$ cat src/hdl/lpc_pkg.sv
// ----------------------------------------------------------------------------
// Line position centroid package
// Widths, reset values and register indexes shared by the centroid core and
// its serial divider.
// ----------------------------------------------------------------------------
package lpc_pkg;

   localparam int NUM_SENSORS_DEF = 8;

   localparam int SAMPLE_W  = 12;
   localparam int OUT_W     = 10;
   localparam int NORM_W    = 11;
   localparam int CHAN_W    = 4;
   localparam int ERR_W     = 16;
   localparam int WSUM_W    = 20;
   localparam int VSUM_W    = 15;
   localparam int WEIGHT_W  = 8;

   localparam int DIV_NUM_W = WSUM_W + 8;
   localparam int DIV_DEN_W = VSUM_W;

   localparam int CSR_ADDR_W = 3;
   localparam int CSR_DATA_W = 12;

   localparam logic [SAMPLE_W-1:0] IN_LOW_RST   = 12'd30;
   localparam logic [SAMPLE_W-1:0] IN_HIGH_RST  = 12'd2000;
   localparam logic [OUT_W-1:0]    OUT_LOW_RST  = 10'd0;
   localparam logic [OUT_W-1:0]    OUT_HIGH_RST = 10'd100;
   localparam logic [CHAN_W-1:0]   CHAN_OFF_RST = 4'd3;

   localparam logic [WEIGHT_W-1:0] WEIGHT_BIAS = 8'd28;

   typedef enum logic [CSR_ADDR_W-1:0] {
      CSR_IN_LOW    = 3'd0,
      CSR_IN_HIGH   = 3'd1,
      CSR_OUT_LOW   = 3'd2,
      CSR_OUT_HIGH  = 3'd3,
      CSR_CHAN_OFF  = 3'd4
   } csr_reg_type;

endpackage

$ cat src/hdl/lpc_div.sv
// ----------------------------------------------------------------------------
// Serial divider
// Unsigned restoring divider, one quotient bit per cycle, NUM_W quotient
// bits per division. The quotient is valid in the cycle that done is high.
// ----------------------------------------------------------------------------
module lpc_div #(
   parameter int NUM_W = lpc_pkg::DIV_NUM_W,
   parameter int DEN_W = lpc_pkg::DIV_DEN_W
) (
   input  logic             clock,
   input  logic             reset,
   input  logic             start,
   input  logic [NUM_W-1:0] num,
   input  logic [DEN_W-1:0] den,
   output logic             done,
   output logic [NUM_W-1:0] quot
);

   localparam int CNT_W = (NUM_W > 1) ? $clog2(NUM_W) : 1;

   logic             busy_ff;
   logic             done_ff;
   logic [CNT_W-1:0] cnt_ff;
   logic [DEN_W-1:0] rem_ff;
   logic [DEN_W-1:0] den_ff;
   logic [NUM_W-1:0] quo_ff;

   logic [DEN_W:0]   trial;
   logic             ge;
   logic [DEN_W:0]   diff;
   logic [DEN_W-1:0] rem_in;
   logic [NUM_W-1:0] quo_in;

   always_comb begin
      trial  = {rem_ff, quo_ff[NUM_W-1]};
      ge     = (trial >= {1'b0, den_ff});
      diff   = trial - {1'b0, den_ff};
      rem_in = ge ? diff[DEN_W-1:0] : trial[DEN_W-1:0];
      quo_in = {quo_ff[NUM_W-2:0], ge};
   end

   always_ff @(posedge clock) begin
      if (reset) begin
         busy_ff <= 1'b0;
         done_ff <= 1'b0;
         cnt_ff  <= '0;
      end else begin
         done_ff <= 1'b0;
         if (start) begin
            busy_ff <= 1'b1;
            cnt_ff  <= '0;
            rem_ff  <= '0;
            den_ff  <= den;
            quo_ff  <= num;
         end else if (busy_ff) begin
            rem_ff <= rem_in;
            quo_ff <= quo_in;
            cnt_ff <= cnt_ff + CNT_W'(1);
            if (cnt_ff == CNT_W'(NUM_W - 1)) begin
               busy_ff <= 1'b0;
               done_ff <= 1'b1;
            end
         end
      end
   end

   assign done = done_ff;
   assign quot = quo_ff;

endmodule

$ cat src/hdl/line_position_centroid_core.sv
// ----------------------------------------------------------------------------
// Line position centroid core
// Normalises line-sensor samples and forms the weighted centroid of a scan.
// ----------------------------------------------------------------------------
// One item on req_ carries one raw ADC sample of the selected sensor. Each
// item gives one item on rsp_: the normalised sample, the mux channel for the
// next sample, and on the last sensor of a scan (rsp_tlast) the line error in
// signed Q8.8, with rsp_tuser flagging an empty line.
// Items are handled one at a time; the next item can be accepted from the
// cycle in which rsp_tvalid rises. Each item passes through a shift-add
// multiply over the bits of the sample offset, the bit-serial divider (one
// quotient bit per cycle over 28 bits), then steps to saturate, accumulate
// and load the output. The last item of a scan, when the sample sum is not
// zero, makes a further pass through the same divider for the centroid
// quotient.
// req_tready is high only while the core is idle and out of reset. A finished
// result waits in the output register while the next sample is already being
// taken; if the receiver stalls with a result pending, the next result holds
// inside the core until the register frees.
// Reset (synchronous) clears the scan index and the sums and loads the
// default map registers. csr_ writes take effect at once and belong to idle
// periods only.
// ----------------------------------------------------------------------------
module line_position_centroid_core #(
   parameter int NUM_SENSORS = lpc_pkg::NUM_SENSORS_DEF
) (
   input  logic                           clock,
   input  logic                           reset,
   input  logic                           req_tvalid,
   output logic                           req_tready,
   input  logic [15:0]                    req_tdata,   // sample[11:0]
   output logic                           rsp_tvalid,
   input  logic                           rsp_tready,
   output logic [31:0]                    rsp_tdata,   // normalized, next_channel, line_error
   output logic                           rsp_tlast,
   output logic                           rsp_tuser,   // no_line
   input  logic                           csr_we,
   input  logic [lpc_pkg::CSR_ADDR_W-1:0] csr_addr,
   input  logic [lpc_pkg::CSR_DATA_W-1:0] csr_wdata
);

   localparam int IDX_W = (NUM_SENSORS > 1) ? $clog2(NUM_SENSORS) : 1;
   localparam int SW    = lpc_pkg::SAMPLE_W;
   localparam int OW    = lpc_pkg::OUT_W;
   localparam int NW    = lpc_pkg::NORM_W;
   localparam int CW    = lpc_pkg::CHAN_W;
   localparam int EW    = lpc_pkg::ERR_W;
   localparam int WSW   = lpc_pkg::WSUM_W;
   localparam int VSW   = lpc_pkg::VSUM_W;
   localparam int WTW   = lpc_pkg::WEIGHT_W;
   localparam int DNUMW = lpc_pkg::DIV_NUM_W;
   localparam int DDENW = lpc_pkg::DIV_DEN_W;
   localparam int PW    = SW + OW;
   localparam int WPW   = NW + WTW;

   typedef enum logic [2:0] {
      ST_IDLE,
      ST_MUL,
      ST_DIV_NORM,
      ST_WMUL,
      ST_ACC,
      ST_LAST,
      ST_DIV_ERR,
      ST_OUT
   } state_type;

   state_type state_ff;

   logic [SW-1:0] in_low_ff;
   logic [SW-1:0] in_high_ff;
   logic [OW-1:0] out_low_ff;
   logic [OW-1:0] out_high_ff;
   logic [CW-1:0] chan_off_ff;

   logic [IDX_W-1:0]      idx_ff;
   logic signed [WSW-1:0] ws_ff;
   logic signed [VSW-1:0] vs_ff;

   logic [SW-1:0]          mplier_ff;
   logic [PW-1:0]          mcand_ff;
   logic [PW-1:0]          prod_ff;
   logic                   qneg_ff;
   logic [SW-1:0]          span_ff;
   logic signed [NW-1:0]   v_ff;
   logic signed [WPW-1:0]  wprod_ff;
   logic                   eneg_ff;
   logic                   done_ff;
   logic                   noline_ff;
   logic [EW-1:0]          err_ff;

   logic                   rsp_valid_ff;
   logic [NW-1:0]          rsp_norm_ff;
   logic [CW-1:0]          rsp_chan_ff;
   logic [EW-1:0]          rsp_err_ff;
   logic                   rsp_last_ff;
   logic                   rsp_noline_ff;

   logic [SW:0]    d_s;
   logic [SW-1:0]  d_mag;
   logic [OW:0]    m_s;
   logic [OW-1:0]  m_mag;
   logic [SW:0]    sp_s;
   logic [SW-1:0]  sp_mag;
   logic           sp_neg;

   logic             div_start;
   logic [DNUMW-1:0] div_num;
   logic [DDENW-1:0] div_den;
   logic             div_done;
   logic [DNUMW-1:0] div_quot;

   logic [PW:0]           q_s;
   logic [PW+1:0]         v_full;
   logic signed [NW-1:0]  v_sat;
   logic [WTW-1:0]        weight;
   logic [WSW-1:0]        ws_mag;
   logic [VSW-1:0]        vs_mag;
   logic                  last;
   logic [IDX_W-1:0]      next_idx;
   logic [EW-1:0]         err_sat;
   logic                  out_free;

   // config registers
   always_ff @(posedge clock) begin
      if (reset) begin
         in_low_ff   <= lpc_pkg::IN_LOW_RST;
         in_high_ff  <= lpc_pkg::IN_HIGH_RST;
         out_low_ff  <= lpc_pkg::OUT_LOW_RST;
         out_high_ff <= lpc_pkg::OUT_HIGH_RST;
         chan_off_ff <= lpc_pkg::CHAN_OFF_RST;
      end else if (csr_we) begin
         case (lpc_pkg::csr_reg_type'(csr_addr))
            lpc_pkg::CSR_IN_LOW:   in_low_ff   <= csr_wdata[SW-1:0];
            lpc_pkg::CSR_IN_HIGH:  in_high_ff  <= csr_wdata[SW-1:0];
            lpc_pkg::CSR_OUT_LOW:  out_low_ff  <= csr_wdata[OW-1:0];
            lpc_pkg::CSR_OUT_HIGH: out_high_ff <= csr_wdata[OW-1:0];
            lpc_pkg::CSR_CHAN_OFF: chan_off_ff <= csr_wdata[CW-1:0];
            default: ;
         endcase
      end
   end

   always_comb begin
      d_s    = {1'b0, req_tdata[SW-1:0]} - {1'b0, in_low_ff};
      d_mag  = d_s[SW] ? SW'(~d_s + 1'b1) : d_s[SW-1:0];
      m_s    = {out_high_ff[OW-1], out_high_ff} - {out_low_ff[OW-1], out_low_ff};
      m_mag  = m_s[OW] ? OW'(~m_s + 1'b1) : m_s[OW-1:0];
      sp_s   = {1'b0, in_high_ff} - {1'b0, in_low_ff};
      sp_neg = sp_s[SW];
      sp_mag = sp_neg ? SW'(~sp_s + 1'b1) : sp_s[SW-1:0];
      if (sp_mag == '0) begin
         sp_mag = SW'(1);
      end

      q_s    = qneg_ff ? (PW + 1)'(~{1'b0, div_quot[PW-1:0]} + 1'b1)
                       : {1'b0, div_quot[PW-1:0]};
      v_full = {q_s[PW], q_s} + (PW + 2)'(signed'(out_low_ff));
      if (v_full[PW+1:NW-1] == '0 || v_full[PW+1:NW-1] == '1) begin
         v_sat = signed'(v_full[NW-1:0]);
      end else if (v_full[PW+1]) begin
         v_sat = signed'({1'b1, {(NW - 1){1'b0}}});
      end else begin
         v_sat = signed'({1'b0, {(NW - 1){1'b1}}});
      end

      weight   = (WTW'(idx_ff) << 3) - lpc_pkg::WEIGHT_BIAS;
      ws_mag   = ws_ff[WSW-1] ? WSW'(~ws_ff + 1'b1) : WSW'(ws_ff);
      vs_mag   = vs_ff[VSW-1] ? VSW'(~vs_ff + 1'b1) : VSW'(vs_ff);
      last     = (idx_ff == IDX_W'(NUM_SENSORS - 1));
      next_idx = done_ff ? '0 : idx_ff + IDX_W'(1);

      if (!eneg_ff) begin
         err_sat = (div_quot > DNUMW'(32767)) ? {1'b0, {(EW - 1){1'b1}}} : div_quot[EW-1:0];
      end else begin
         err_sat = (div_quot > DNUMW'(32768)) ? {1'b1, {(EW - 1){1'b0}}}
                                             : EW'(~div_quot[EW-1:0] + 1'b1);
      end

      div_start = 1'b0;
      div_num   = DNUMW'(prod_ff);
      div_den   = DDENW'(span_ff);
      if (state_ff == ST_MUL && mplier_ff == '0) begin
         div_start = 1'b1;
      end else if (state_ff == ST_LAST) begin
         div_start = last && (vs_ff != '0);
         div_num   = {ws_mag, 8'd0};
         div_den   = DDENW'(vs_mag);
      end

      out_free = !rsp_valid_ff || rsp_tready;
   end

   lpc_div #(
      .NUM_W (DNUMW),
      .DEN_W (DDENW)
   ) u_div (
      .clock (clock),
      .reset (reset),
      .start (div_start),
      .num   (div_num),
      .den   (div_den),
      .done  (div_done),
      .quot  (div_quot)
   );

   always_ff @(posedge clock) begin
      if (reset) begin
         state_ff     <= ST_IDLE;
         idx_ff       <= '0;
         ws_ff        <= '0;
         vs_ff        <= '0;
         rsp_valid_ff <= 1'b0;
      end else begin
         if (state_ff == ST_OUT && out_free) begin
            rsp_valid_ff <= 1'b1;
         end else if (rsp_tready) begin
            rsp_valid_ff <= 1'b0;
         end
         case (state_ff)
            ST_IDLE: begin
               if (req_tvalid) begin
                  mplier_ff <= d_mag;
                  mcand_ff  <= PW'(m_mag);
                  prod_ff   <= '0;
                  span_ff   <= sp_mag;
                  qneg_ff   <= d_s[SW] ^ m_s[OW] ^ sp_neg;
                  state_ff  <= ST_MUL;
               end
            end
            ST_MUL: begin
               if (mplier_ff == '0) begin
                  state_ff <= ST_DIV_NORM;
               end else begin
                  if (mplier_ff[0]) begin
                     prod_ff <= prod_ff + mcand_ff;
                  end
                  mcand_ff  <= mcand_ff << 1;
                  mplier_ff <= mplier_ff >> 1;
               end
            end
            ST_DIV_NORM: begin
               if (div_done) begin
                  v_ff     <= v_sat;
                  state_ff <= ST_WMUL;
               end
            end
            ST_WMUL: begin
               wprod_ff <= v_ff * signed'(weight);
               vs_ff    <= vs_ff + VSW'(v_ff);
               state_ff <= ST_ACC;
            end
            ST_ACC: begin
               ws_ff    <= ws_ff + WSW'(wprod_ff);
               state_ff <= ST_LAST;
            end
            ST_LAST: begin
               done_ff   <= last;
               noline_ff <= last && (vs_ff == '0);
               err_ff    <= '0;
               eneg_ff   <= ws_ff[WSW-1] ^ vs_ff[VSW-1];
               state_ff  <= div_start ? ST_DIV_ERR : ST_OUT;
            end
            ST_DIV_ERR: begin
               if (div_done) begin
                  err_ff   <= err_sat;
                  state_ff <= ST_OUT;
               end
            end
            ST_OUT: begin
               if (out_free) begin
                  rsp_norm_ff   <= v_ff;
                  rsp_chan_ff   <= chan_off_ff + CW'(next_idx);
                  rsp_err_ff    <= err_ff;
                  rsp_last_ff   <= done_ff;
                  rsp_noline_ff <= noline_ff;
                  idx_ff        <= next_idx;
                  if (done_ff) begin
                     ws_ff <= '0;
                     vs_ff <= '0;
                  end
                  state_ff <= ST_IDLE;
               end
            end
            default: state_ff <= ST_IDLE;
         endcase
      end
   end

   assign req_tready = (state_ff == ST_IDLE) && !reset;
   assign rsp_tvalid = rsp_valid_ff;
   assign rsp_tdata  = {1'b0, rsp_err_ff, rsp_chan_ff, rsp_norm_ff};
   assign rsp_tlast  = rsp_last_ff;
   assign rsp_tuser  = rsp_noline_ff;

endmodule
$ cat config.mk
export PLATFORM = sky130hd
export DESIGN_NAME = line_position_centroid_core
export DESIGN_NICKNAME = d
export VERILOG_FILES = /design/src/hdl/lpc_pkg.sv /design/src/hdl/lpc_div.sv /design/src/hdl/line_position_centroid_core.sv
export SDC_FILE = /design/constraint.sdc
export NUM_CORES = 1
export LEC_CHECK = 0
export BUFFER_PORTS_ARGS = -buffer_cell sky130_fd_sc_hd__buf_2
export CAP_MARGIN = 20
export CORE_UTILIZATION = 55
export CTS_BUF_LIST = sky130_fd_sc_hd__clkbuf_16
export DETAILED_ROUTE_END_ITERATION = 8
export GPL_ROUTABILITY_DRIVEN = 0
export GPL_TIMING_DRIVEN = 0
export HOLD_SLACK_MARGIN = 0.12
export PLACE_DENSITY_LB_ADDON = 0.15
export RECOVER_POWER = 25
export SLEW_MARGIN = 20
export SYNTH_ARGS = -nofsm -noshare
export SYNTH_HDL_FRONTEND = slang
export SYNTH_HIERARCHICAL = 1
export SYNTH_SLANG_ARGS = --single-unit
$ cat constraint.sdc
create_clock -name clock -period 7.9 [get_ports clock]
set_input_delay 1.185 -clock clock [delete_from_list [all_inputs] [get_ports clock]]
set_output_delay 1.185 -clock clock [all_outputs]
set_load 0.05 [all_outputs]
==> results.py <==
metrics = {
    "outcome": {
        "status": "finished, final reports clean",
    },
    "synthesis": {
        "synth_flop_cell": "edfxtp_1",
        "ys_types": 101,
        "synth-seq-cells": 301,
        "ys_async_sr_fraction_pct": 0,
        "synth_edf_count": 206,
        "syn_avg_cell_area_um2": 9.34,
        "synthesis.area_um2": 21600,
        "yosys_warnings": 6,
        "netlist_instances": 2315,
        "syn_nets": 2580,
        "seq_area_frac_synth_pct": 37.4,
    },
    "setup_path": {
        "worstReg2RegEnd": "v_ff[1]",
        "r2r_slack_ns": 2.16,
        "cp.arrival_ns": 5.99,
        "reg2reg_from": "u_div/quot[2]",
        "endpoint_kind": "register",
        "r2r_cells": 18,
        "critPathRequiredTime_ns": 8.15,
        "critPathKind": "register to register",
        "start_kind": "register",
        "cp_max_fo": 10,
    },
    "global_routing": {
        "grt_pass1_vias": 16566,
        "grt_pass1_wl_um": 86800,
        "globalRouteOverflowTotal": 0,
        "antenna_found_initial": 0,
        "grt.total_usage_pct": 27.2,
        "grt_max_degree": 28,
    },
    "min_path": {
        "whs_endpoint": "rsp_err_ff[10]",
        "min_from": "err_ff[10]",
        "hold_path_class": "register to register",
        "whs_path_depth": 0,
    },
    "route": {
        "drt_iter0_markers": 1271,
        "routedWlPerCell_um": 18.4,
        "drc_errors": 0,
        "ant_nets": 0,
        "num_vias": 17358,
        "drt_pass1_iterations": 6,
        "wirelength_um": 54600,
        "vias_per_cell": 5.83,
    },
    "clock_tree": {
        "cts.path.max_buffers": 3,
        "cts_buffers": 36,
        "cts_resized": 0,
        "h-tree-depth": 2,
        "hold_buffers": 0,
        "cts_sinks": 301,
        "clk_pin_slew_ns": 0.06,
        "cts_setup_buffers": 0,
        "root_buffer": "clkbuf_16",
        "cts_tree": "done",
        "clk-insertion-delay-late_ns": 0.56,
    },
    "floorplanning": {
        "initial_core_util_pct": 55.8,
        "rows": 72,
        "die_x_um": 200,
        "core-area_um2": 38700,
        "dieArea_um2": 40100,
        "chipHeight_um": 200,
        "io_pins": 72,
    },
    "run": {
        "maxCapViolations": 0,
    },
    "cells_and_area": {
        "mostFrequentLayoutCells": "nor2_1, nand2_1, edfxtp_1, ha_1, inv_1",
        "drive_gt1_share_pct": 7.12,
        "area_delta_synth_final_pct": 9.92,
        "num_antenna_cells": 0,
        "final_util_pct": 61.4,
        "final_common_cell": "nor2_1",
        "stdcell_count": 2976,
        "fin_nets": 2695,
    },
    "place": {
        "numPlacedInstances": 2910,
        "place_hpwl_um": 42500,
        "port_buffers": 66,
    },
    "sta": {
        "relSlewSlack_pct": 4.69,
        "fmax_ghz": 0.174,
        "fin_skew_ns": 0.0273,
        "rsz0062_at_grt": "false",
        "finalCritPeriodShare_pct": 72.7,
        "post-route-min-period_ns": 5.74,
        "finalHoldViolCount": 0,
        "whs_ns": 0.418,
        "worst_pin_slew_ns": 1.42,
        "slew_violations": 0,
        "setup_violations": 0,
    },
    "power_and_ir_drop": {
        "power.density_nw_per_um2": 214,
        "ir_worst_vdd_mv": 0.144,
        "p_leak_nw": 9.69,
    },
}
[metrics by stage]
stage          TNS [ns]  setup WS (ns)  area [µm²]  power [mW]
2_1_floorplan         0           1.51       21600        3.11
3_3_place_gp     -13.06         -0.595       22600        3.47
3_5_place_dp          0           2.24       22700        3.52
4_1_cts               0           2.19       23800        5.10
5_1_grt               0           1.66       23800        5.35
6_report              0           2.16       23800        5.08
[critical path, cell delays in order (launching register included)]
cell	delay [ns]
edfxtp_1	0.50
or3_1	0.47
or3_1	0.42
or3_1	0.41
or3_1	0.46
o31ai_1	0.27
xnor2_1	0.18
ha_1	0.31
and2_1	0.21
and4_1	0.23
nand2_1	0.06
o21ai_1	0.10
nor2_1	0.50
nand3_1	0.11
or4_1	0.42
nor4_1	0.35
a21bo_1	0.17
buf_4	0.16
a22oi_1	0.09
[logic make-up (layout without fill, tap and decap cells)]
family                     Yosys count  count (layout)  synth area share (%)
xor gates and xnor gates           171             171                  7.06
AOI/OAI and AO/OA                  523             523                  15.7
DFF                                301             301                  37.4
and+or+nand+nor                    778             778                  17.4
other                                1               1                0.0173
adders and majority gates          229             229                  14.8
buffers and inverters              249             392                  4.49
muxes                               63              63                  3.10
[cells in the mapped netlist (12+ instances only)]
| master | n | area (µm²) |
|---|---|---|
| a211oi_1 | 26 | 195 |
| a21o_1 | 39 | 293 |
| a21oi_1 | 150 | 751 |
| a22oi_1 | 21 | 158 |
| a31oi_1 | 14 | 87.6 |
| and2_1 | 52 | 325 |
| and3_1 | 17 | 106 |
| clkbuf_1 | 65 | 244 |
| dfxtp_1 | 95 | 1900 |
| edfxtp_1 | 206 | 6190 |
| fa_1 | 45 | 901 |
| ha_1 | 184 | 2300 |
| inv_1 | 168 | 631 |
| mux2_2 | 31 | 349 |
| mux2i_1 | 32 | 320 |
| nand2_1 | 219 | 822 |
| nand2b_1 | 19 | 119 |
| nand3_1 | 35 | 175 |
| nand3b_1 | 13 | 97.6 |
| nor2_1 | 232 | 871 |
| nor2b_1 | 34 | 213 |
| nor3_1 | 46 | 230 |
| nor3b_1 | 13 | 97.6 |
| o211ai_1 | 12 | 90.1 |
| o21a_1 | 18 | 135 |
| o21ai_0 | 106 | 531 |
| o21ai_1 | 13 | 65.1 |
| o21bai_1 | 12 | 90.1 |
| o31ai_1 | 15 | 113 |
| or3_1 | 28 | 175 |
| or4_1 | 13 | 97.6 |
| xnor2_1 | 106 | 928 |
| xor2_1 | 61 | 534 |
[layout make-up]
class                   instances  area [µm²]
fillers                      3398       15000
clock buffers                  37         926
repair buffers                 77         369
flip-flops and latches        301        8090
plain buffers                  79         333
multi-input cells            1765       12600
inverters                     170         638
well taps                     518         648
clock inverters                29         179
[metal layers]
metal	track usage (%)	part of all wire (%)	up-vias
met4	10.3	3.3	0
met2	42.8	44	552
li1	-	-	8482
met5	0	0	-
met3	4.30	6.5	85
met1	37.6	46	8239
[flip-flops by register name, indices dropped and copies added (netlist names), 16 cells and up]
| register | flops |
|---|---|
| rsp_err_ff | 16 |
| ws_ff | 18 |
| wprod_ff | 16 |
| mcand_ff | 22 |
| err_ff | 16 |
| u_div/quot | 28 |
| prod_ff | 22 |
[report_power, final]
group          switching (mW)  internal [mW]
clock                   0.676          0.890
sequential              0.124           1.92
combinational           0.912          0.562
total                    1.71           3.37
[how the worst max path moves through the flow]
stage / start / end / slack, ns / depth (start not counted)
after detailed placement: u_div/quot[0] / v_ff[2] / 2.24 / 20
after floorplan: reset / prod_ff[0] / 1.51 / 3
after CTS: u_div/quot[0] / v_ff[1] / 2.19 / 20
final: u_div/quot[2] / v_ff[1] / 2.16 / 18
after global routing: u_div/quot[0] / v_ff[1] / 1.66 / 20
after global placement: reset / prod_ff[0] / -0.60 / 4
No activity file was read; power rests on OpenSTA's default activity.
